[config.mk]
export PLATFORM = sky130hd
export DESIGN_NAME = spmv_queue
export DESIGN_NICKNAME = d
export VERILOG_FILES = /design/src/rtl/spmv_pkg.sv /design/src/rtl/spmv_queue.sv
export SDC_FILE = /design/constraint.sdc
export NUM_CORES = 1
export LEC_CHECK = 0
export BUFFER_PORTS_ARGS = -buffer_cell sky130_fd_sc_hd__buf_4
export CAP_MARGIN = 10
export CELL_PAD_IN_SITES_DETAIL_PLACEMENT = 1
export CELL_PAD_IN_SITES_GLOBAL_PLACEMENT = 1
export CORE_MARGIN = 4
export CORE_UTILIZATION = 45
export DETAILED_ROUTE_END_ITERATION = 8
export PLACE_DENSITY = 0.72
export RECOVER_POWER = 100
export SLEW_MARGIN = 30
export SYNTH_ARGS = -nofsm -noshare
export SYNTH_HDL_FRONTEND = slang
export SYNTH_SLANG_ARGS = --single-unit
[constraint.sdc]
create_clock -name clk_i -period 2.2 [get_ports clk_i]
set_clock_uncertainty 0.15 [all_clocks]
set_input_delay 0.11 -clock clk_i [delete_from_list [all_inputs] [get_ports clk_i]]
set_output_delay 0.11 -clock clk_i [all_outputs]
set_load 0.01 [all_outputs]
[src/rtl/spmv_pkg.sv]
// shared types and constants of the sparse matrix-vector multiply core
package spmv_pkg;

  localparam int unsigned X_DEPTH_DEF     = 1024;
  localparam int unsigned VALUE_WIDTH_DEF = 32;
  localparam int unsigned INDEX_WIDTH     = 10;
  localparam int unsigned REQ_WIDTH       = 2;
  localparam int unsigned ROW_WIDTH       = 16;
  localparam int unsigned FIELD_WIDTH     = 32;
  localparam int unsigned ACC_WIDTH       = 64;
  localparam int unsigned QUEUE_DEPTH     = 4;
  localparam int unsigned QUEUE_AW        = $clog2(QUEUE_DEPTH);
  localparam int unsigned QUEUE_CW        = $clog2(QUEUE_DEPTH + 1);

  typedef enum logic [REQ_WIDTH-1:0] {
    REQ_X_WRITE = 2'd0,
    REQ_TERM    = 2'd1,
    REQ_EMPTY   = 2'd2
  } spmv_req_e;

  // one queued operation for the accumulate side
  typedef struct packed {
    logic                        last;
    logic                        is_term;
    logic signed [ACC_WIDTH-1:0] prod;
  } spmv_op_t;

endpackage

[src/rtl/spmv_queue.sv]
// short operation queue between front end and accumulator
module spmv_queue (
  input  logic               clk_i,
  input  logic               rst_ni,
  input  spmv_pkg::spmv_op_t push_data_i,
  input  logic               push_valid_i,
  output logic               push_ready_o,
  output spmv_pkg::spmv_op_t pop_data_o,
  output logic               pop_valid_o,
  input  logic               pop_ready_i
);
  import spmv_pkg::*;

  spmv_op_t            entries_q [QUEUE_DEPTH];
  logic [QUEUE_AW-1:0] wptr_q, rptr_q;
  logic [QUEUE_CW-1:0] count_q;
  logic                push, pop;

  assign push_ready_o = count_q != QUEUE_CW'(QUEUE_DEPTH);
  assign pop_valid_o  = count_q != '0;
  assign push         = push_valid_i && push_ready_o;
  assign pop          = pop_valid_o && pop_ready_i;
  assign pop_data_o   = entries_q[rptr_q];

  always_ff @(posedge clk_i) begin
    if (push) begin
      entries_q[wptr_q] <= push_data_i;
    end
  end

  always_ff @(posedge clk_i or negedge rst_ni) begin
    if (!rst_ni) begin
      wptr_q  <= '0;
      rptr_q  <= '0;
      count_q <= '0;
    end else begin
      if (push) begin
        wptr_q <= (wptr_q == QUEUE_AW'(QUEUE_DEPTH - 1)) ? '0 : wptr_q + 1'b1;
      end
      if (pop) begin
        rptr_q <= (rptr_q == QUEUE_AW'(QUEUE_DEPTH - 1)) ? '0 : rptr_q + 1'b1;
      end
      if (push && !pop) begin
        count_q <= count_q + 1'b1;
      end else if (pop && !push) begin
        count_q <= count_q - 1'b1;
      end
    end
  end

endmodule

==> results.md, run 1 <==
* Status: finished, violations left
* Failing checks: setup timing
* Clock root buffer: clkbuf_16
* Synth Warn # at 0
* Ranking of synthesized cells by area: edfxtp_1 (80%), mux4_2 (15%), dfrtp_1 (1.8%)
* Mapped Nets at 458
* Worst Hold Class: in -> reg
* Maximum root-to-sink buffer count at 3
* Register share of total power at 38.2%
* FP Rows at 54
* Net Sw Power at 5.10 mW
* Layout cell share with drive strength beyond 1 at 35.2%
* First-pass GRT wire length at 32300 um
* M2 GR Usage at 29.8%
* # clock sinks at 271
* Setup_tns at -230 ps
* Finish-stage setup viols at 15
* Crit end category: output pin
* Worst setup margin at -40.1 ps
* # H-tree levels at 1
* Initial Util at 45.7%
* NumNets Final at 712
* Mapped Area at 9950 um2
* Diodes inserted at 0
* Final Wtd Congestion at 0.677
* Max Cap Viol at 0
* Unique masters post-synth at 19
* Internal Power at 13.6 mW
* Number of synthesized flops with an enable pin at 264
* FMAX at 446 MHz
* Seq/Total Area, Yosys at 81.4%
* Worst-Skew Late Latency at 520 ps
* Arr. time, crit path at 1980 ps
* Placeable Area at 21800 um2
* Pwr Total at 18.7 mW
* Synthesized area per cell at 26.1 um2
* Non-Filler Instances at 936
* CP Class: reg -> out
* RSZ-0062 raised after global routing: true
* Placed cell count at 804
* Prevailing post-synth register cell: edfxtp_1
* Relative slew slack at 75.8%
* Top cell type by total area after synthesis: edfxtp_1
* Maximum VDD drop at 0.000731 V
* Footprint of the multi-input gates at 1780 um2
* WHS at 239 ps
* Fill count at 1819
* Largest net degree at the start of global routing at 37
* Critical Path Fanout Max at 8
* GRT Util Overall at 17.4%
* Clock-pin slew on the worst setup and hold paths at 60 ps
* Number of synthesized register bits at 271
* Vias in the first global route at 5503
* Port bufs at 137
* Inserted Clock Buffers at 28
* Synth top area share at 79.7%
* WL final at 20600 um
* Sw Share at 27.2%
* Met1 GRT Util at 23.4%
* Die height at 157 um
* Combinational Power Share at 35.1%
* Lkg Pwr at 4.55 nW
* GRT Max-Usage Layer: met2
* Total grt overflow at 0
* Cell count after synthesis at 381
* Die width at 157 um
* DR WL/cell at 22.0 um
* Fin crit share at 102%
* Final hold vios at 0
* Io pins at 138
* Number of iterations in the first detailed-routing pass at 4
* Vias/cell at 5.15
* Data required time of the critical path at 1940 ps
* Final min period at 2240 ps
* DRC Markers at 0
* Routed Antenna Nets at 0
* Initial DRC Count at 362
* Worst-Margin Slew at 362 ps
* Most frequent cells in the layout: edfxtp_1 (264), clkbuf_1 (71), dlygate4sd3_1 (70)
* Post-synth ARST share at 2.58%
* Initial antenna violation count at 0
* DP Worst Slack at 3.69 ps
* Hpwl dp at 12400 um
* DR vias at 4816
* Max-slew violations at 0
* Seq. cell area at 8110 um2
* Commonest non-fill, non-tap cell in the layout: edfxtp_1
* CP Launch Type: flop
* GRT met3 Usage at 2.99%
* TritonCTS clock tree: yes
* Share of total power in the clock network at 26.7%
* Area Overhead vs Synth at 35.1%
* Die area at 24600 um2
* Pwr per Cell Area at 1390 nW/um2
## worst max-delay path, cell delays in order (launching register included)
cell     delay, ps
dfrtp_4        440
buf_12         160
buf_16         150
mux4_2         560
buf_6          150
## cells in the mapped netlist (2+ instances only)
master / number
buf_2: 9
mux4_2: 66
dfrtp_1: 7
mux2_4: 2
mux2_2: 3
xor2_1: 2
edfxtp_1: 264
buf_6: 3
and3_2: 4
buf_1: 3
inv_1: 3
nor2_1: 3
ha_1: 6
## cells by family (layout without fill, tap and decap cells)
logic type | after synthesis | after routing | synth area share (%)
flip-flops | 271 | 271 | 81.4
multiplexers | 71 | 71 | 15.6
adder cells (fa/ha/maj) | 7 | 7 | 0.956
XOR/XNOR | 3 | 3 | 0.264
buffers and inverters | 18 | 293 | 1.02
AND/OR/NAND/NOR | 11 | 11 | 0.729
## power by group through the flow
stage | clock [mW] | combinational [mW] | sequential (mW)
2_1_floorplan | 0 | 3.13 | 7.11
3_3_place_gp | 0 | 5.62 | 7.28
3_5_place_dp | 0 | 5.67 | 7.38
4_1_cts | 5.12 | 6.71 | 7.17
5_1_grt | 5.37 | 7.04 | 7.24
6_report | 4.99 | 6.58 | 7.16
## final timing paths
| kind | cells after the start | start | end | slack, ps |
|---|---|---|---|---|
| max in group asynchronous | 3 | rst_ni | rptr_q[0] | 1180 |
| setup reg to reg | 6 | count_q[0] | count_q[1] | 0 |
| min in group asynchronous | 3 | rst_ni | count_q[2] | 420 |
| hold / removal | 2 | push_data_i[63] | entries_q[3][63] | 240 |
| hold reg to reg | 1 | count_q[2] | count_q[2] | 350 |
| setup / recovery | 4 | rptr_q[0] | pop_data_o[61] | -40 |
## flip-flops by register name, indices dropped and copies added (netlist names)
signal / cells
entries_q: 264
count_q: 3
wptr_q: 2
rptr_q: 2
## final cells by class
| class | count | share of cell area, % |
|---|---|---|
| Multi-Input combinational cell | 92 | 13.3 |
| Clock inverter | 17 | 1.90 |
| Clock buffer | 34 | 5.54 |
| Tap cell | 280 | 2.61 |
| Timing Repair Buffer | 239 | 16.2 |
| Sequential cell | 271 | 60.4 |
| Inverter | 3 | 0.0838 |
## layer usage
metal | up-vias | part of all wire, % | routed length, um
met5 | - | 0 | 0
met4 | 0 | 1.6 | 340
met3 | 22 | 4.5 | 922
met2 | 126 | 53 | 11000
met1 | 2522 | 41 | 8410
li1 | 2146 | - | -
## through the flow
stage | utilization (%) | instance area, um2
floorplan | - | 9960
global placement | 53.4 | 11600
finish | 61.8 | 13400
global route | 61.8 | 13400
detailed placement | 53.4 | 11600
CTS | 62.7 | 13600
## what timing repair did
item,4_1_cts,5_1_grt
setup endpoints to repair,66,66
pin swaps,0,4
setup buffers,8,1
endpoints found under the hold margin,277,0
cloned,2,0
gates resized for setup,53,8
hold buffers,70,0
Note: power is estimated with default switching activity, not from simulation.
==> run 2: changes to the inputs <==
Settings changed: CORE_UTILIZATION 45 to 47, CTS_BUF_LIST set to sky130_fd_sc_hd__clkbuf_4, PLACE_DENSITY 0.72 to 0.75.
==> results.md, run 2 (synthesis results as in run 1) <==
* Status: finished, violations left
* Failing checks: setup timing
* DR vias at 5152
* GRT Util Overall at 18.6%
* Maximum root-to-sink buffer count at 3
* Fin crit share at 107%
* Worst-Skew Late Latency at 640 ps
* Relative slew slack at 55.4%
* DR WL/cell at 21.7 um
* NumNets Final at 754
* Final min period at 2360 ps
* WL final at 21600 um
* Die width at 153 um
* Routed Antenna Nets at 0
* Inserted Clock Buffers at 70
* Die area at 23600 um2
* Critical R2R Launch: count_q[2]
* Maximum VDD drop at 0.000618 V
* Number of iterations in the first detailed-routing pass at 4
* Most flops, register: entries_q
* Worst Hold Class: in -> reg
* Critical Path Fanout Max at 7
* Total grt overflow at 0
* Final hold vios at 0
* Commonest non-fill, non-tap cell in the layout: edfxtp_1
* # clock sinks at 271
* RSZ-0062 raised after global routing: true
* Biggest regs: entries_q: 264 flops, count_q: 3 flops
* Final Wtd Congestion at 0.753
* Vias/cell at 5.18
* Lkg Pwr at 4.62 nW
* Max reg flops at 264
* Die height at 153 um
* Initial antenna violation count at 2
* Worst setup margin at -161 ps
* TritonCTS clock tree: yes
* First-pass GRT wire length at 33800 um
* Pwr per Cell Area at 1360 nW/um2
* FMAX at 423 MHz
* Port bufs at 137
* Layout cell share with drive strength beyond 1 at 40.8%
* Largest net degree at the start of global routing at 44
* Non-Filler Instances at 995
* Data required time of the critical path at 1940 ps
* # H-tree levels at 3
* Placed cell count at 789
* Finish-stage setup viols at 100
* Io pins at 138
* FP Rows at 52
* CP Class: reg -> out
* Area Overhead vs Synth at 33.8%
* DRC Markers at 0
* Initial Util at 48.5%
* Clock-pin slew on the worst setup and hold paths at 60 ps
* Arr. time, crit path at 2100 ps
* Worst hold path startpoint: push_data_i[48]
* Hpwl dp at 12500 um
* CP Launch Type: flop
* CP startpoint: rptr_q[0]
* Crit end category: output pin
* Placeable Area at 20500 um2
* Clock root buffer: clkbuf_4
* Max-slew violations at 0
* Vias in the first global route at 5970
* Initial DRC Count at 315
* Most frequent cells in the layout: edfxtp_1 (264), clkbuf_4 (112), dlygate4sd3_1 (70), clkbuf_1 (70), mux4_2 (66)
* WHS at 135 ps
* Max Cap Viol at 0
* Worst-Margin Slew at 669 ps
## run 2: changes by cell type in the layout (fill, tap and decap cells not counted), moves of 5 or more
cell | previous run | this run
buf_4 | 31 | 15
buf_6 | 51 | 62
clkbuf_16 | 29 | 1
clkbuf_4 | 1 | 112
clkinvlp_4 | 5 | 0
inv_2 | 0 | 5
## run 2: critical path: stages, from the launching register on
cell,delay [ps]
dfrtp_4,450
buf_8,160
buf_12,140
mux4_2,550
buf_6,150
## run 2: where the power goes
part	leakage, nW	total [mW]	switching (mW)	internal [mW]
sequential	2.50	7.11	0.280	6.83
clock	0.554	4.37	1.89	2.47
combinational	1.56	6.61	2.96	3.64
total	4.62	18.1	5.14	12.9
## run 2: timing repair
item,CTS,global route
gates resized for setup,9,70
endpoints found under the setup margin,68,83
setup buffers,9,3
cloned,2,2
hold buffers,70,0
endpoints found under the hold margin,356,0
pin swaps,1,6
## run 2: per-stage QoR
stage	utilization (%)	setup slack, ps	cell area [um2]	power [mW]	setup TNS, ps
after floorplan	-	25.7	9960	10.2	0
after global placement	56.0	52.3	11500	12.7	0
after detailed placement	56.2	-25.0	11500	12.9	-37.3
after CTS	64.7	-234	13300	17.7	-11960
after global routing	64.9	-262	13300	19.1	-27590
final	64.9	-161	13300	18.1	-7830
## run 2: worst paths after layout
| kind | end | slack, ps | cells after the start |
|---|---|---|---|
| max | pop_data_o[50] | -160 | 4 |
| min | entries_q[0][48] | 130 | 2 |
| max reg2reg | entries_q[1][18] | -30 | 4 |
| min reg2reg | count_q[2] | 320 | 1 |
| max in group asynchronous | rptr_q[1] | 1240 | 3 |
| min in group asynchronous | rptr_q[0] | 340 | 3 |
## run 2: final cells by class
type	count	area [um2]
inverters	3	11.3
repair buffers	238	2160
flip-flops and latches	271	8110
clock buffers	109	818
well taps	270	338
fillers	1748	7190
clock inverters	9	91.3
diodes	2	5.00
multi-input cells	93	1770
## run 2: per-layer routing
metal / track usage, % / vias to the layer above / wire length [um]
met4: 5.63 / 0 / 342
met5: 0 / - / 0
met1: 24.0 / 2675 / 8680
li1: - / 2273 / -
met2: 31.1 / 170 / 11400
met3: 5.37 / 34 / 1230
