**src/rtl/spmv_pkg.sv**
```systemverilog
// shared types and constants of the sparse matrix-vector multiply core
package spmv_pkg;

  localparam int unsigned X_DEPTH_DEF     = 1024;
  localparam int unsigned VALUE_WIDTH_DEF = 32;
  localparam int unsigned INDEX_WIDTH     = 10;
  localparam int unsigned REQ_WIDTH       = 2;
  localparam int unsigned ROW_WIDTH       = 16;
  localparam int unsigned FIELD_WIDTH     = 32;
  localparam int unsigned ACC_WIDTH       = 64;
  localparam int unsigned QUEUE_DEPTH     = 4;
  localparam int unsigned QUEUE_AW        = $clog2(QUEUE_DEPTH);
  localparam int unsigned QUEUE_CW        = $clog2(QUEUE_DEPTH + 1);

  typedef enum logic [REQ_WIDTH-1:0] {
    REQ_X_WRITE = 2'd0,
    REQ_TERM    = 2'd1,
    REQ_EMPTY   = 2'd2
  } spmv_req_e;

  // one queued operation for the accumulate side
  typedef struct packed {
    logic                        last;
    logic                        is_term;
    logic signed [ACC_WIDTH-1:0] prod;
  } spmv_op_t;

endpackage

```
**src/rtl/spmv_out_if.sv**
```systemverilog
// result channel: row number, saturated row sum and saturation flag
interface spmv_out_if;
  import spmv_pkg::*;

  logic                          valid;
  logic                          ready;
  logic [ROW_WIDTH-1:0]          row;
  logic signed [FIELD_WIDTH-1:0] sum;
  logic                          saturated;

  modport source (output valid, output row, output sum, output saturated,
                  input ready);
  modport sink (input valid, input row, input sum, input saturated,
                output ready);
endinterface

```
**src/rtl/spmv_back.sv**
```systemverilog
// back end: saturating accumulate, rounding narrow, row numbering, result register
module spmv_back #(
  parameter int unsigned VALUE_WIDTH = spmv_pkg::VALUE_WIDTH_DEF
) (
  input  logic                           clk_i,
  input  logic                           rst_ni,
  input  spmv_pkg::spmv_op_t             op_i,
  input  logic                           op_valid_i,
  output logic                           op_ready_o,
  input  logic                           cfg_we_i,
  input  logic [spmv_pkg::ROW_WIDTH-1:0] cfg_wdata_i,
  spmv_out_if.source                     out_o
);
  import spmv_pkg::*;

  localparam int unsigned FRAC = VALUE_WIDTH / 2;
  localparam int unsigned TW   = ACC_WIDTH - FRAC + 1;
  localparam logic signed [TW-1:0] HI = TW'((65'sd1 <<< (VALUE_WIDTH - 1)) - 65'sd1);
  localparam logic signed [TW-1:0] LO = -HI - TW'(1);

  logic                        adv;
  logic                        pop;

  logic signed [ACC_WIDTH-1:0] acc_q;
  logic                        ovf_q;
  logic signed [ACC_WIDTH-1:0] add_raw;
  logic                        add_ovf;
  logic signed [ACC_WIDTH-1:0] add_sat;

  logic                        f_valid_q;
  logic signed [ACC_WIDTH-1:0] f_acc_q;
  logic                        f_ovf_q;

  logic signed [TW-1:0]          shr, rnd, t;
  logic signed [VALUE_WIDTH-1:0] narrow;
  logic                          nsat;

  logic                          out_valid_q;
  logic [ROW_WIDTH-1:0]          row_cnt_q;
  logic [ROW_WIDTH-1:0]          row_q;
  logic signed [FIELD_WIDTH-1:0] sum_q;
  logic                          sat_q;

  assign adv        = !out_valid_q || out_o.ready;
  assign op_ready_o = adv;
  assign pop        = op_valid_i && adv;

  // saturating 64-bit add
  assign add_raw = acc_q + op_i.prod;
  assign add_ovf = (acc_q[ACC_WIDTH-1] == op_i.prod[ACC_WIDTH-1])
                && (add_raw[ACC_WIDTH-1] != acc_q[ACC_WIDTH-1]);
  always_comb begin
    add_sat = add_raw;
    if (add_ovf) begin
      add_sat = acc_q[ACC_WIDTH-1] ? {1'b1, {(ACC_WIDTH-1){1'b0}}}
                                   : {1'b0, {(ACC_WIDTH-1){1'b1}}};
    end
  end

  always_ff @(posedge clk_i or negedge rst_ni) begin
    if (!rst_ni) begin
      acc_q     <= '0;
      ovf_q     <= 1'b0;
      f_valid_q <= 1'b0;
    end else if (adv) begin
      f_valid_q <= pop && (!op_i.is_term || op_i.last);
      if (pop && op_i.is_term) begin
        if (op_i.last) begin
          acc_q <= '0;
          ovf_q <= 1'b0;
        end else begin
          acc_q <= add_sat;
          ovf_q <= ovf_q || add_ovf;
        end
      end
    end
  end

  // empty rows carry a zero sum and a clear flag
  always_ff @(posedge clk_i) begin
    if (adv) begin
      f_acc_q <= op_i.is_term ? add_sat : '0;
      f_ovf_q <= op_i.is_term && (ovf_q || add_ovf);
    end
  end

  // round half up, then clamp to the value range
  assign shr = TW'(f_acc_q >>> FRAC);
  assign rnd = TW'({1'b0, f_acc_q[FRAC-1]});
  assign t   = shr + rnd;

  always_comb begin
    narrow = t[VALUE_WIDTH-1:0];
    nsat   = 1'b0;
    if (t > HI) begin
      narrow = HI[VALUE_WIDTH-1:0];
      nsat   = 1'b1;
    end else if (t < LO) begin
      narrow = LO[VALUE_WIDTH-1:0];
      nsat   = 1'b1;
    end
  end

  always_ff @(posedge clk_i or negedge rst_ni) begin
    if (!rst_ni) begin
      out_valid_q <= 1'b0;
      row_cnt_q   <= '0;
    end else begin
      if (adv) begin
        out_valid_q <= f_valid_q;
      end
      // a register write takes priority over the row step
      priority if (cfg_we_i) begin
        row_cnt_q <= cfg_wdata_i;
      end else if (adv && f_valid_q) begin
        row_cnt_q <= row_cnt_q + 1'b1;
      end
    end
  end

  always_ff @(posedge clk_i) begin
    if (adv && f_valid_q) begin
      row_q <= row_cnt_q;
      sum_q <= FIELD_WIDTH'(narrow);
      sat_q <= f_ovf_q || nsat;
    end
  end

  assign out_o.valid     = out_valid_q;
  assign out_o.row       = row_q;
  assign out_o.sum       = sum_q;
  assign out_o.saturated = sat_q;

endmodule

```
**src/flat_wrapper.sv**
```systemverilog
// flat-port wrapper written by rule: the top's interface ports become plain ports
module spmv_back_flat import spmv_pkg::*;
#(
  parameter int unsigned VALUE_WIDTH = spmv_pkg::VALUE_WIDTH_DEF
)
  (clk_i, rst_ni, op_i, op_valid_i, op_ready_o, cfg_we_i, cfg_wdata_i, out_o_valid, out_o_row, out_o_sum, out_o_saturated, out_o_ready);
  spmv_out_if out_o_i ();
  input  logic clk_i;
  input  logic rst_ni;
  input  spmv_pkg::spmv_op_t op_i;
  input  logic op_valid_i;
  output logic op_ready_o;
  input  logic cfg_we_i;
  input  logic [spmv_pkg::ROW_WIDTH-1:0] cfg_wdata_i;
  output wire logic [$bits(out_o_i.valid)-1:0] out_o_valid;
  output wire logic [$bits(out_o_i.row)-1:0] out_o_row;
  output wire logic [$bits(out_o_i.sum)-1:0] out_o_sum;
  output wire logic [$bits(out_o_i.saturated)-1:0] out_o_saturated;
  input wire logic [$bits(out_o_i.ready)-1:0] out_o_ready;
  assign out_o_valid = out_o_i.valid;
  assign out_o_row = out_o_i.row;
  assign out_o_sum = out_o_i.sum;
  assign out_o_saturated = out_o_i.saturated;
  assign out_o_i.ready = out_o_ready;
  spmv_back #(.VALUE_WIDTH(VALUE_WIDTH)) u_core (.clk_i(clk_i), .rst_ni(rst_ni), .op_i(op_i), .op_valid_i(op_valid_i), .op_ready_o(op_ready_o), .cfg_we_i(cfg_we_i), .cfg_wdata_i(cfg_wdata_i), .out_o(out_o_i));
endmodule
```
**config.mk**
```make
export PLATFORM = sky130hd
export DESIGN_NAME = spmv_back_flat
export DESIGN_NICKNAME = d
export VERILOG_FILES = /design/src/rtl/spmv_pkg.sv /design/src/rtl/spmv_out_if.sv /design/src/rtl/spmv_back.sv /design/src/flat_wrapper.sv
export SDC_FILE = /design/constraint.sdc
export NUM_CORES = 1
export LEC_CHECK = 0
export ABC_AREA = 0
export BUFFER_PORTS_ARGS = -buffer_cell sky130_fd_sc_hd__buf_2
export CAP_MARGIN = 40
export CORE_MARGIN = 4
export CORE_UTILIZATION = 54
export DETAILED_ROUTE_END_ITERATION = 16
export PLACE_DENSITY = 0.85
export SLEW_MARGIN = 40
export SYNTH_ARGS = -nofsm -noshare
export SYNTH_HDL_FRONTEND = slang
export SYNTH_SLANG_ARGS = --single-unit
```
**constraint.sdc**
```tcl
create_clock -name clk_i -period 5.3 [get_ports clk_i]
set_clock_uncertainty 0.05 [all_clocks]
set_input_delay 0.53 -clock clk_i [delete_from_list [all_inputs] [get_ports clk_i]]
set_output_delay 0.53 -clock clk_i [all_outputs]
set_load 0.05 [all_outputs]
```
==> run metrics, run 1 <==
status completed; cells after synthesis 1,323; Post-synth top flop edfxtp_1; post-synth cell types 86; Port Buffers 137; delay of the slowest cell on the worst path 0.47 ns; fmax approximately 0.2 GHz; effective utilization at floorplan 55.4%; largest net degree at the start of global routing 58; Rel. slew slack 51.7%; CP Class reg2reg; Post-synth EDFFs 99; final net count 1,593; number of global-route vias before repair 9,778; endpoint class of the critical path flop; family with the most delay on the worst path compound AO/OA/AOI/OAI gates; die width 158 µm; GPL Wtd Cong 0.981; flop-to-flop setup slack slightly below 0.3 ns; sequential share of the synthesized area 41.5%; die footprint 25,000 µm²; Final setup viols 0; Clk pin slew, worst setup/hold paths 0.09 ns; initial antenna violation count 0; hold_sp cfg_wdata_i[9]; crit path max-delay cell type fa_1; Slew @ Worst Pin 0.724 ns; non-filler cells, final around 1,700; total clock sinks 182; Final WS setup 0.293 ns; Yosys reg bits between 150 and 200; post-route ant nets 0; hold endpoint u_core.row_cnt_q[9]; worst reg2reg path endpoint u_core.f_acc_q[49]; r2r startpoint u_core.acc_q[9]; P&R area growth vs syn 13.4%; dpl ws 0.135 ns; worst r2r path cells 18; crit-path max FO 31; syn_nets 1,478; number of vias in the routed layout between 10,000 and 15,000; Mapped Area 12,200 µm²; Post-CTS Setup Bufs 0; Worst Hold Class in2reg; arrival time at the worst endpoint 5.12 ns; Power Total between 7 and 8 mW; VDD IR-drop max 0.216 mV; final hold violation count 0; GRT Resource Usage Total 24.3%; most frequent CP cell a21oi_1; Ys Warns 0; Avg Cell Area, Syn 9.19 µm²; top cells by area, synth edfxtp_1 (24%), dfrtp_1 (17%), o21ai_0 (7.2%); num rows 54; Final Slew Violations 0; DRC 0; placed insts 1,698; Post-synth ARST share 45.6%; total routed wirelength 31,000 µm; clock root buffer clkbuf_16; # H-tree levels 4; placed cell area roughly 13,000 µm²; Vias/cell 6.11; cell taking the most area after synthesis edfxtp_1; 1st-iter DRT viols approximately 910; TritonRoute pass-1 iters 5; Finished Cell Area roughly 14,000 µm²; Die H 158 µm; Bufs and invs on worst path 1; power per cell area 550 nW/µm²; core area 22,000 µm²; Synth top area share 24.4%; CTS tree done; share of cells above drive strength 1 17.0%; TritonCTS buffer count 17; Max clock buf depth 2; CP Launch Type flop; Crit path required time between 5 and 6 ns; setup tns final 0 ns; CP Launch Point u_core.acc_q[9]; # diodes 0; period utilisation layout between 90 and 100%; global route total overflow 0; worst skew pair latency 0.45 ns; leakage 5.82 nW; Ports between 100 and 150; crit-path cells ha_1 -> nand2_1 -> or3_1 -> o21a_1 -> o41ai_2 -> a21oi_1 -> o21ai_1 -> a21oi_1 -> a21o_1 -> a21oi_1 -> fa_1 -> or3_1 -> and2_1 -> nand2_1 -> buf_12 -> nor2_1 -> a31oi_1 -> nand3_1; unrepaired setup endpoints after global routing no; DP HPWL about 24,000 µm; Final min period 5.01 ns; Min-Delay Path Depth 3; global-route wire length before repair 49,000 µm; wire per inst 17.9 µm; Max Cap Violations 0
## metrics by stage
step / util, % / hold WS (ns)
after floorplan: - / 0.184
after global placement: 59.9 / 0.394
after detailed placement: 59.9 / 0.405
after CTS: 62.8 / 0.238
after global routing: 62.8 / 0.229
final: 62.8 / 0.239
## final cells by class
class	instances	area, µm²
clock buffers	17	425
well taps	280	350
fillers	1771	8170
flip-flops and latches	182	5050
multi-input cells	1049	6750
repair buffers	162	916
clock inverters	15	203
inverters	26	97.6
## layer usage
layer  vias up  track usage (%)  wire [µm]
li1       5087                -          -
met1      4959             33.5      13700
met2       454             39.4      14200
met3        70             4.10       2130
met4         0             7.72        865
met5         -                0          0
## Yosys cell counts, drive strengths merged (20+ instances only)
cell and instances:
nor2b 26, nand2 139, nor3 20, o21ai 188, a21oi 113, and2 22, nand3 47, nand4 30
xnor2 45, dfrtp 83, inv 26, clkbuf 59, xor2 59, a21o 36, nor2 80, ha 66
edfxtp 99
## cell families after synthesis
| group | Yosys count | synth area share [%] |
|---|---|---|
| buffers and inverters | 92 | 3.08 |
| flip-flops | 182 | 41.5 |
| AND/OR/NAND/NOR | 437 | 18.8 |
| adder cells (fa/ha/maj) | 68 | 7.12 |
| multiplexers | 10 | 0.854 |
| AO/OA/AOI/OAI | 430 | 21.2 |
| XOR/XNOR | 104 | 7.49 |
## placed cells by master, fill, tap and decap left out, types with 17 or more instances in the layout
cell type / n
and2_1: 17
a21o_1: 35
a21oi_1: 113
nor2b_1: 26
buf_2: 136
nand4_1: 29
dfrtp_1: 83
buf_4: 22
clkbuf_16: 17
inv_1: 26
edfxtp_1: 99
xor2_1: 59
xnor2_1: 45
nand2_1: 137
ha_1: 66
o21ai_0: 175
nand3_1: 43
nor3_1: 19
nor2_1: 79
## repair_timing
| action | 4_1_cts | 5_1_grt |
|---|---|---|
| endpoints found under the hold margin | 1 | 0 |
| hold buffers | 1 | 0 |
| gates resized for setup | 0 | 0 |
## how the worst max path moves through the flow
stage,endpoint,slack (ns),depth (start not counted)
2_1_floorplan,u_core.acc_q[59],0.42,19
3_5_place_dp,u_core.f_acc_q[49],0.14,20
4_1_cts,u_core.f_acc_q[49],0.37,18
6_report,u_core.f_acc_q[49],0.29,18
5_1_grt,u_core.f_acc_q[49],0.05,19
3_3_place_gp,u_core.f_acc_q[49],0.23,20
## worst min-delay path, stage by stage
cell     delay, ns
buf_2         0.07
nand2_1       0.04
o21ai_0       0.05
## registers in the layout (all words and copies together), names as in the netlist
register and cells:
u_core.acc_q 64, u_core.f_acc_q 49, u_core.out_o.sum 32, u_core.out_o.row 16, u_core.row_cnt_q 16, u_core.f_ovf_q 1, u_core.f_valid_q 1, u_core.out_o.saturated 1
u_core.out_o.valid 1, u_core.ovf_q 1
## where the power goes
part | switching [mW] | internal, mW
registers | 0.404 | 2.08
logic | 2.36 | 1.41
clock network | 0.645 | 0.688
Power figures use the tool's default switching activity.
==> inputs of run 2 (changes only) <==
==> constraint.sdc (replaced) <==
create_clock -name clk_i -period 5.3 [get_ports clk_i]
set_clock_uncertainty 0.05 [all_clocks]
set_input_delay 0.265 -clock clk_i [delete_from_list [all_inputs] [get_ports clk_i]]
set_output_delay 0.265 -clock clk_i [all_outputs]
set_load 0.05 [all_outputs]
==> run 2 against run 1 <==
Effect of this change: the flow now finishes with violations (negative hold slack); non-clock buffer count grew 8; critical endpoint is now u_core.acc_q[57]; via count is 0.27% higher; largest cell class unchanged; total power decreased by 0.80%; sequential share of layout area shrank 0.12 points; hold slack lost 0.24 ns; final cell count grew 0.46%.
==> run metrics, run 2 (synthesis results as in run 1) <==
flop-to-flop setup slack 0.30 ns; crit-path max FO 16; fmax 0.200 GHz; global-route track usage on met1 34.9%; DRC 0; wire per inst 18.0 µm; die width 158 µm; DP HPWL 23,400 µm; dpl ws 0.0994 ns; Biggest register u_core.acc_q; number of global-route vias before repair 10,100; arrival time at the worst endpoint 5.28 ns; commonest non-fill, non-tap cell in the layout o21ai_0; Crit path required time 5.58 ns; Clk pin slew, worst setup/hold paths around 0.080 ns; power per cell area 544 nW/µm²; period utilisation layout 94.4%; VDD IR-drop max 0.252 mV; Power Total 7.52 mW; failing checks negative hold slack; Worst Hold Class in2reg; GPL Wtd Cong 0.989; r2r startpoint u_core.acc_q[17]; Hold Slack -0.00104 ns; 1st-iter DRT viols 865; # diodes 0; global route total overflow 0; TritonCTS buffer count 17; unrepaired setup endpoints after global routing no; worst skew pair latency 0.45 ns; Port Buffers 137; worst r2r path cells 20; global-route wire length before repair 50,500 µm; status finished, violations left; setup tns final 0 ns; CTS tree done; Final Core Density 63.0%; Post-CTS Setup Bufs 0; Final WS setup 0.298 ns; core area 22,000 µm²; clock root buffer clkbuf_16; largest net degree at the start of global routing 59; worst reg2reg path endpoint u_core.acc_q[57]; final net count 1,601; CP Class reg2reg; Rel. slew slack between 40% and 50%; total clock sinks 182; die footprint 25,000 µm²; CP Launch Point u_core.acc_q[17]; Final min period ~5.0 ns; Max Cap Violations 0; Vias/cell 6.09; post-route ant nets 0; Max clock buf depth 2; Slew @ Worst Pin 0.781 ns; GRT busiest layer met2; leakage 5.84 nW; Worst Setup EP u_core.acc_q[57]; Die H approximately 160 µm; number of vias in the routed layout around 11,000; effective utilization at floorplan 55.4%; initial antenna violation count 0; Final Slew Violations 0; most frequent cells in the layout o21ai_0 (175), nand2_1 (137), buf_2 (136); final hold violation count 2; GR Util met2 39.9%; # H-tree levels 4; endpoint class of the critical path flop; share of cells above drive strength 1 16.9%; num rows 54; number of flip-flops in the largest register 64; Final setup viols 0; GRT Resource Usage Total 25.1%; TritonRoute pass-1 iters 5; P&R area growth vs syn 13.8%; CP Launch Type flop; met3 Usage GRT 4.26%; total routed wirelength roughly 31,000 µm; Ports 138
==> run 2: routing by layer <==
layer | part of all wire, % | wire [µm]
met1 | 45 | 13900
met2 | 45 | 14200
met3 | 7.3 | 2300
met4 | 2.6 | 803
met5 | 0 | 0
==> run 2: how the worst min path moves through the flow <==
stage	startpoint	endpoint	slack (ns)	cells after the start
after floorplan	rst_ni	u_core.acc_q[0]	-0.08	0
after detailed placement	rst_ni	u_core.acc_q[10]	0.16	1
after CTS	cfg_wdata_i[2]	u_core.row_cnt_q[2]	0.0009	3
after global routing	cfg_wdata_i[2]	u_core.row_cnt_q[2]	0.002	3
after global placement	rst_ni	u_core.acc_q[9]	0.15	1
final	cfg_wdata_i[0]	u_core.row_cnt_q[0]	-0.001	3
==> run 2: through the flow <==
step | cell area [µm²] | std cells
finish | 13800 | 1739
detailed placement | 13100 | 1694
CTS | 13800 | 1739
global placement | 13100 | 1694
global route | 13800 | 1739
floorplan | 12200 | 1323
==> run 2: where the power goes <==
part | internal, mW | leakage (nW) | total, mW | switching [mW]
combinational | 1.40 | 3.50 | 3.79 | 2.39
sequential | 2.08 | 2.05 | 2.48 | 0.400
clock | 0.630 | 0.285 | 1.26 | 0.628
total | 4.11 | 5.84 | 7.52 | 3.41
==> run 2: cell type report <==
class / count / area (µm²)
clock buffers: 17 / 425
clock inverters: 15 / 156
fillers: 1797 / 8120
inverters: 26 / 97.6
multi-input cells: 1049 / 6780
flip-flops and latches: 182 / 5050
well taps: 280 / 350
repair buffers: 170 / 972
==> run 2: critical path, stage by stage (launching register included) <==
cell	delay [ns]
dfrtp_1	0.44
ha_1	0.40
a21oi_1	0.31
nand2_1	0.10
a221oi_1	0.31
o31a_1	0.24
o41ai_4	0.11
a21oi_2	0.27
o21ai_2	0.13
a21oi_1	0.29
a21o_1	0.16
a21oi_1	0.09
fa_1	0.47
or3_1	0.42
and2_1	0.21
buf_4	0.21
nand2_1	0.12
buf_4	0.22
o21ai_0	0.10
a31oi_1	0.18
nand2_1	0.07
==> run 2: repair_timing <==
action                     CTS  global route
hold endpoints to repair    37             0
hold buffers                13             0
setup endpoints to repair    0            61
resized for setup            0             8
==> inputs of run 3 (changes only) <==
--- a/config.mk
+++ b/config.mk
@@ -14,2 +14,3 @@
 export PLACE_DENSITY = 0.85
+export RECOVER_POWER = 25
 export SLEW_MARGIN = 40
--- a/constraint.sdc
+++ b/constraint.sdc
@@ -4,2 +4,2 @@
 set_output_delay 0.265 -clock clk_i [all_outputs]
-set_load 0.05 [all_outputs]
+set_load 0.1 [all_outputs]
==> run 3 against run 2 <==
Effect of this change: the run ends with negative hold slack, max-capacitance violations, max-slew violations left; sequential power barely moved; critical path depth did not move; combinational power rose by 5%; global-route usage did not move; flip-flop and latch count did not move; utilization barely moved.
==> run metrics, run 3 (synthesis results as in run 1) <==
number of flip-flops in the largest register 64; Min-Delay Path Depth 3; TritonCTS buffer count 17; global route total overflow 0; Post-CTS Setup Bufs 0; Rel. slew slack -81.2%; CP Launch Type flop; Clk pin slew, worst setup/hold paths approximately 0.080 ns; endpoint class of the critical path flop; Power Total 7.71 mW; TritonRoute pass-1 iters 5; commonest non-fill, non-tap cell in the layout o21ai_0; # diodes 0; metal2 WL 14,200 µm; Final Core Density between 60% and 70%; GPL Wtd Cong 0.989; sw frac 46.7%; period utilisation layout 94.6%; worst skew pair latency 0.45 ns; placed insts 1,694; routed metal-1 wirelength 14,000 µm; Final setup viols 0; most frequent cells in the layout o21ai_0 (175), nand2_1 (137), buf_2 (136); clock power share 16.3%; CP Class reg2reg; leakage 5.83 nW; share of cells above drive strength 1 between 15 and 20%; total routed wirelength 31,300 µm; Worst Hold Class in2reg; Max Cap Violations 2; status finished, violations left; number of global-route vias before repair 10,100; num rows 54; DP HPWL 23,400 µm; wire per inst approximately 18 µm; CTS tree done; arrival time at the worst endpoint between 5 and 6 ns; die width roughly 160 µm; P&R area growth vs syn 13.7%; die footprint 25,000 µm²; Logic pwr share around half; Hold Slack -0.000154 ns; internal power 4.11 mW; final net count approximately 1,600; non-filler cells, final 1,739; Final min period 5.01 ns; failing checks negative hold slack, max-capacitance violations, max-slew violations; Ports 138; Biggest register u_core.acc_q; Switch Pwr ~3.6 mW; worst r2r path cells 20; routed wl met3 2260 µm; initial antenna violation count 0; total clock sinks 182; unrepaired setup endpoints after global routing no; global-route wire length before repair approximately 50,000 µm; post-route ant nets 0; Crit path required time about 5.6 ns; final hold violation count 1; # fillers between 1,500 and 2,000; # H-tree levels 4; Final Slew Violations 86; Vias/cell 6.07; clock root buffer clkbuf_16; DRC 0; power per cell area 558 nW/µm²; fmax 0.199 GHz; VDD IR-drop max 0.252 mV; effective utilization at floorplan 55.4%; crit-path max FO 16; setup tns final 0 ns; core area 22,000 µm²; Die H 158 µm; part of the power in registers 32.1%; uppermost layer routed met4; Max clock buf depth 2; GRT Resource Usage Total 25.1%; Slew @ Worst Pin 2.72 ns; 1st-iter DRT viols 856; number of vias in the routed layout 10,600; largest net degree at the start of global routing between 50 and 60; Port Buffers 137
[run 3: final timing paths]
path,startpoint,endpoint,slack (ns)
min in group asynchronous,rst_ni,u_core.acc_q[10],0.68
worst max register to register,u_core.acc_q[17],u_core.acc_q[57],0.29
max in group asynchronous,rst_ni,u_core.row_cnt_q[2],1.07
worst min-delay path,cfg_wdata_i[0],u_core.row_cnt_q[0],-0.0002
worst max-delay path,u_core.acc_q[17],u_core.acc_q[57],0.29
worst min register to register,u_core.f_valid_q,u_core.out_o.valid,0.42
[run 3: cell type report]
type	count	area (µm²)	share of cell area [%]
Inverter	26	97.6	0.706
Multi-Input combinational cell	1049	6780	49.0
Timing Repair Buffer	170	966	6.99
Clock inverter	15	156	1.13
Tap cell	280	350	2.53
Clock buffer	17	425	3.08
Sequential cell	182	5050	36.5
[run 3: metal layers]
layer  vias to the layer above  global-route usage, %
met5                         -                      0
met4                         0                   8.85
met3                        61                   4.26
met2                       426                   39.9
met1                      4974                   34.9
li1                       5097                      -
[run 3: power groups by stage]
stage / clock (mW) / sequential [mW] / combinational, mW
after floorplan: 0 / 2.73 / 2.58
after global placement: 0 / 2.46 / 3.77
after detailed placement: 0 / 2.49 / 3.82
after CTS: 1.27 / 2.46 / 3.86
after global routing: 1.34 / 2.53 / 4.34
final: 1.26 / 2.48 / 3.98
[run 3: critical path, stage by stage (launching register included)]
cell	delay, ns
dfrtp_1	0.44
ha_1	0.40
a21oi_1	0.31
nand2_1	0.10
a221oi_1	0.31
o31a_1	0.24
o41ai_4	0.11
a21oi_2	0.27
o21ai_2	0.13
a21oi_1	0.29
a21o_1	0.16
a21oi_1	0.09
fa_1	0.47
or3_1	0.42
and2_1	0.21
buf_4	0.21
nand2_1	0.12
buf_4	0.21
o21ai_0	0.10
a31oi_1	0.18
nand2_1	0.07
[run 3: timing repair]
action / in CTS / in global routing
hold endpoints to repair: 37 / 0
resized for setup: 0 / 8
hold buffers: 13 / 0
setup endpoints to repair: 0 / 61
[run 3: per-stage QoR]
step | hold slack, ns | instance area, µm² | setup WS (ns)
floorplan | -0.0806 | 12200 | 0.204
global placement | 0.152 | 13100 | 0.246
detailed placement | 0.155 | 13100 | 0.0994
CTS | 0.000935 | 13800 | 0.0504
global route | 0.00176 | 13800 | 0.0410
finish | -0.000154 | 13800 | 0.286
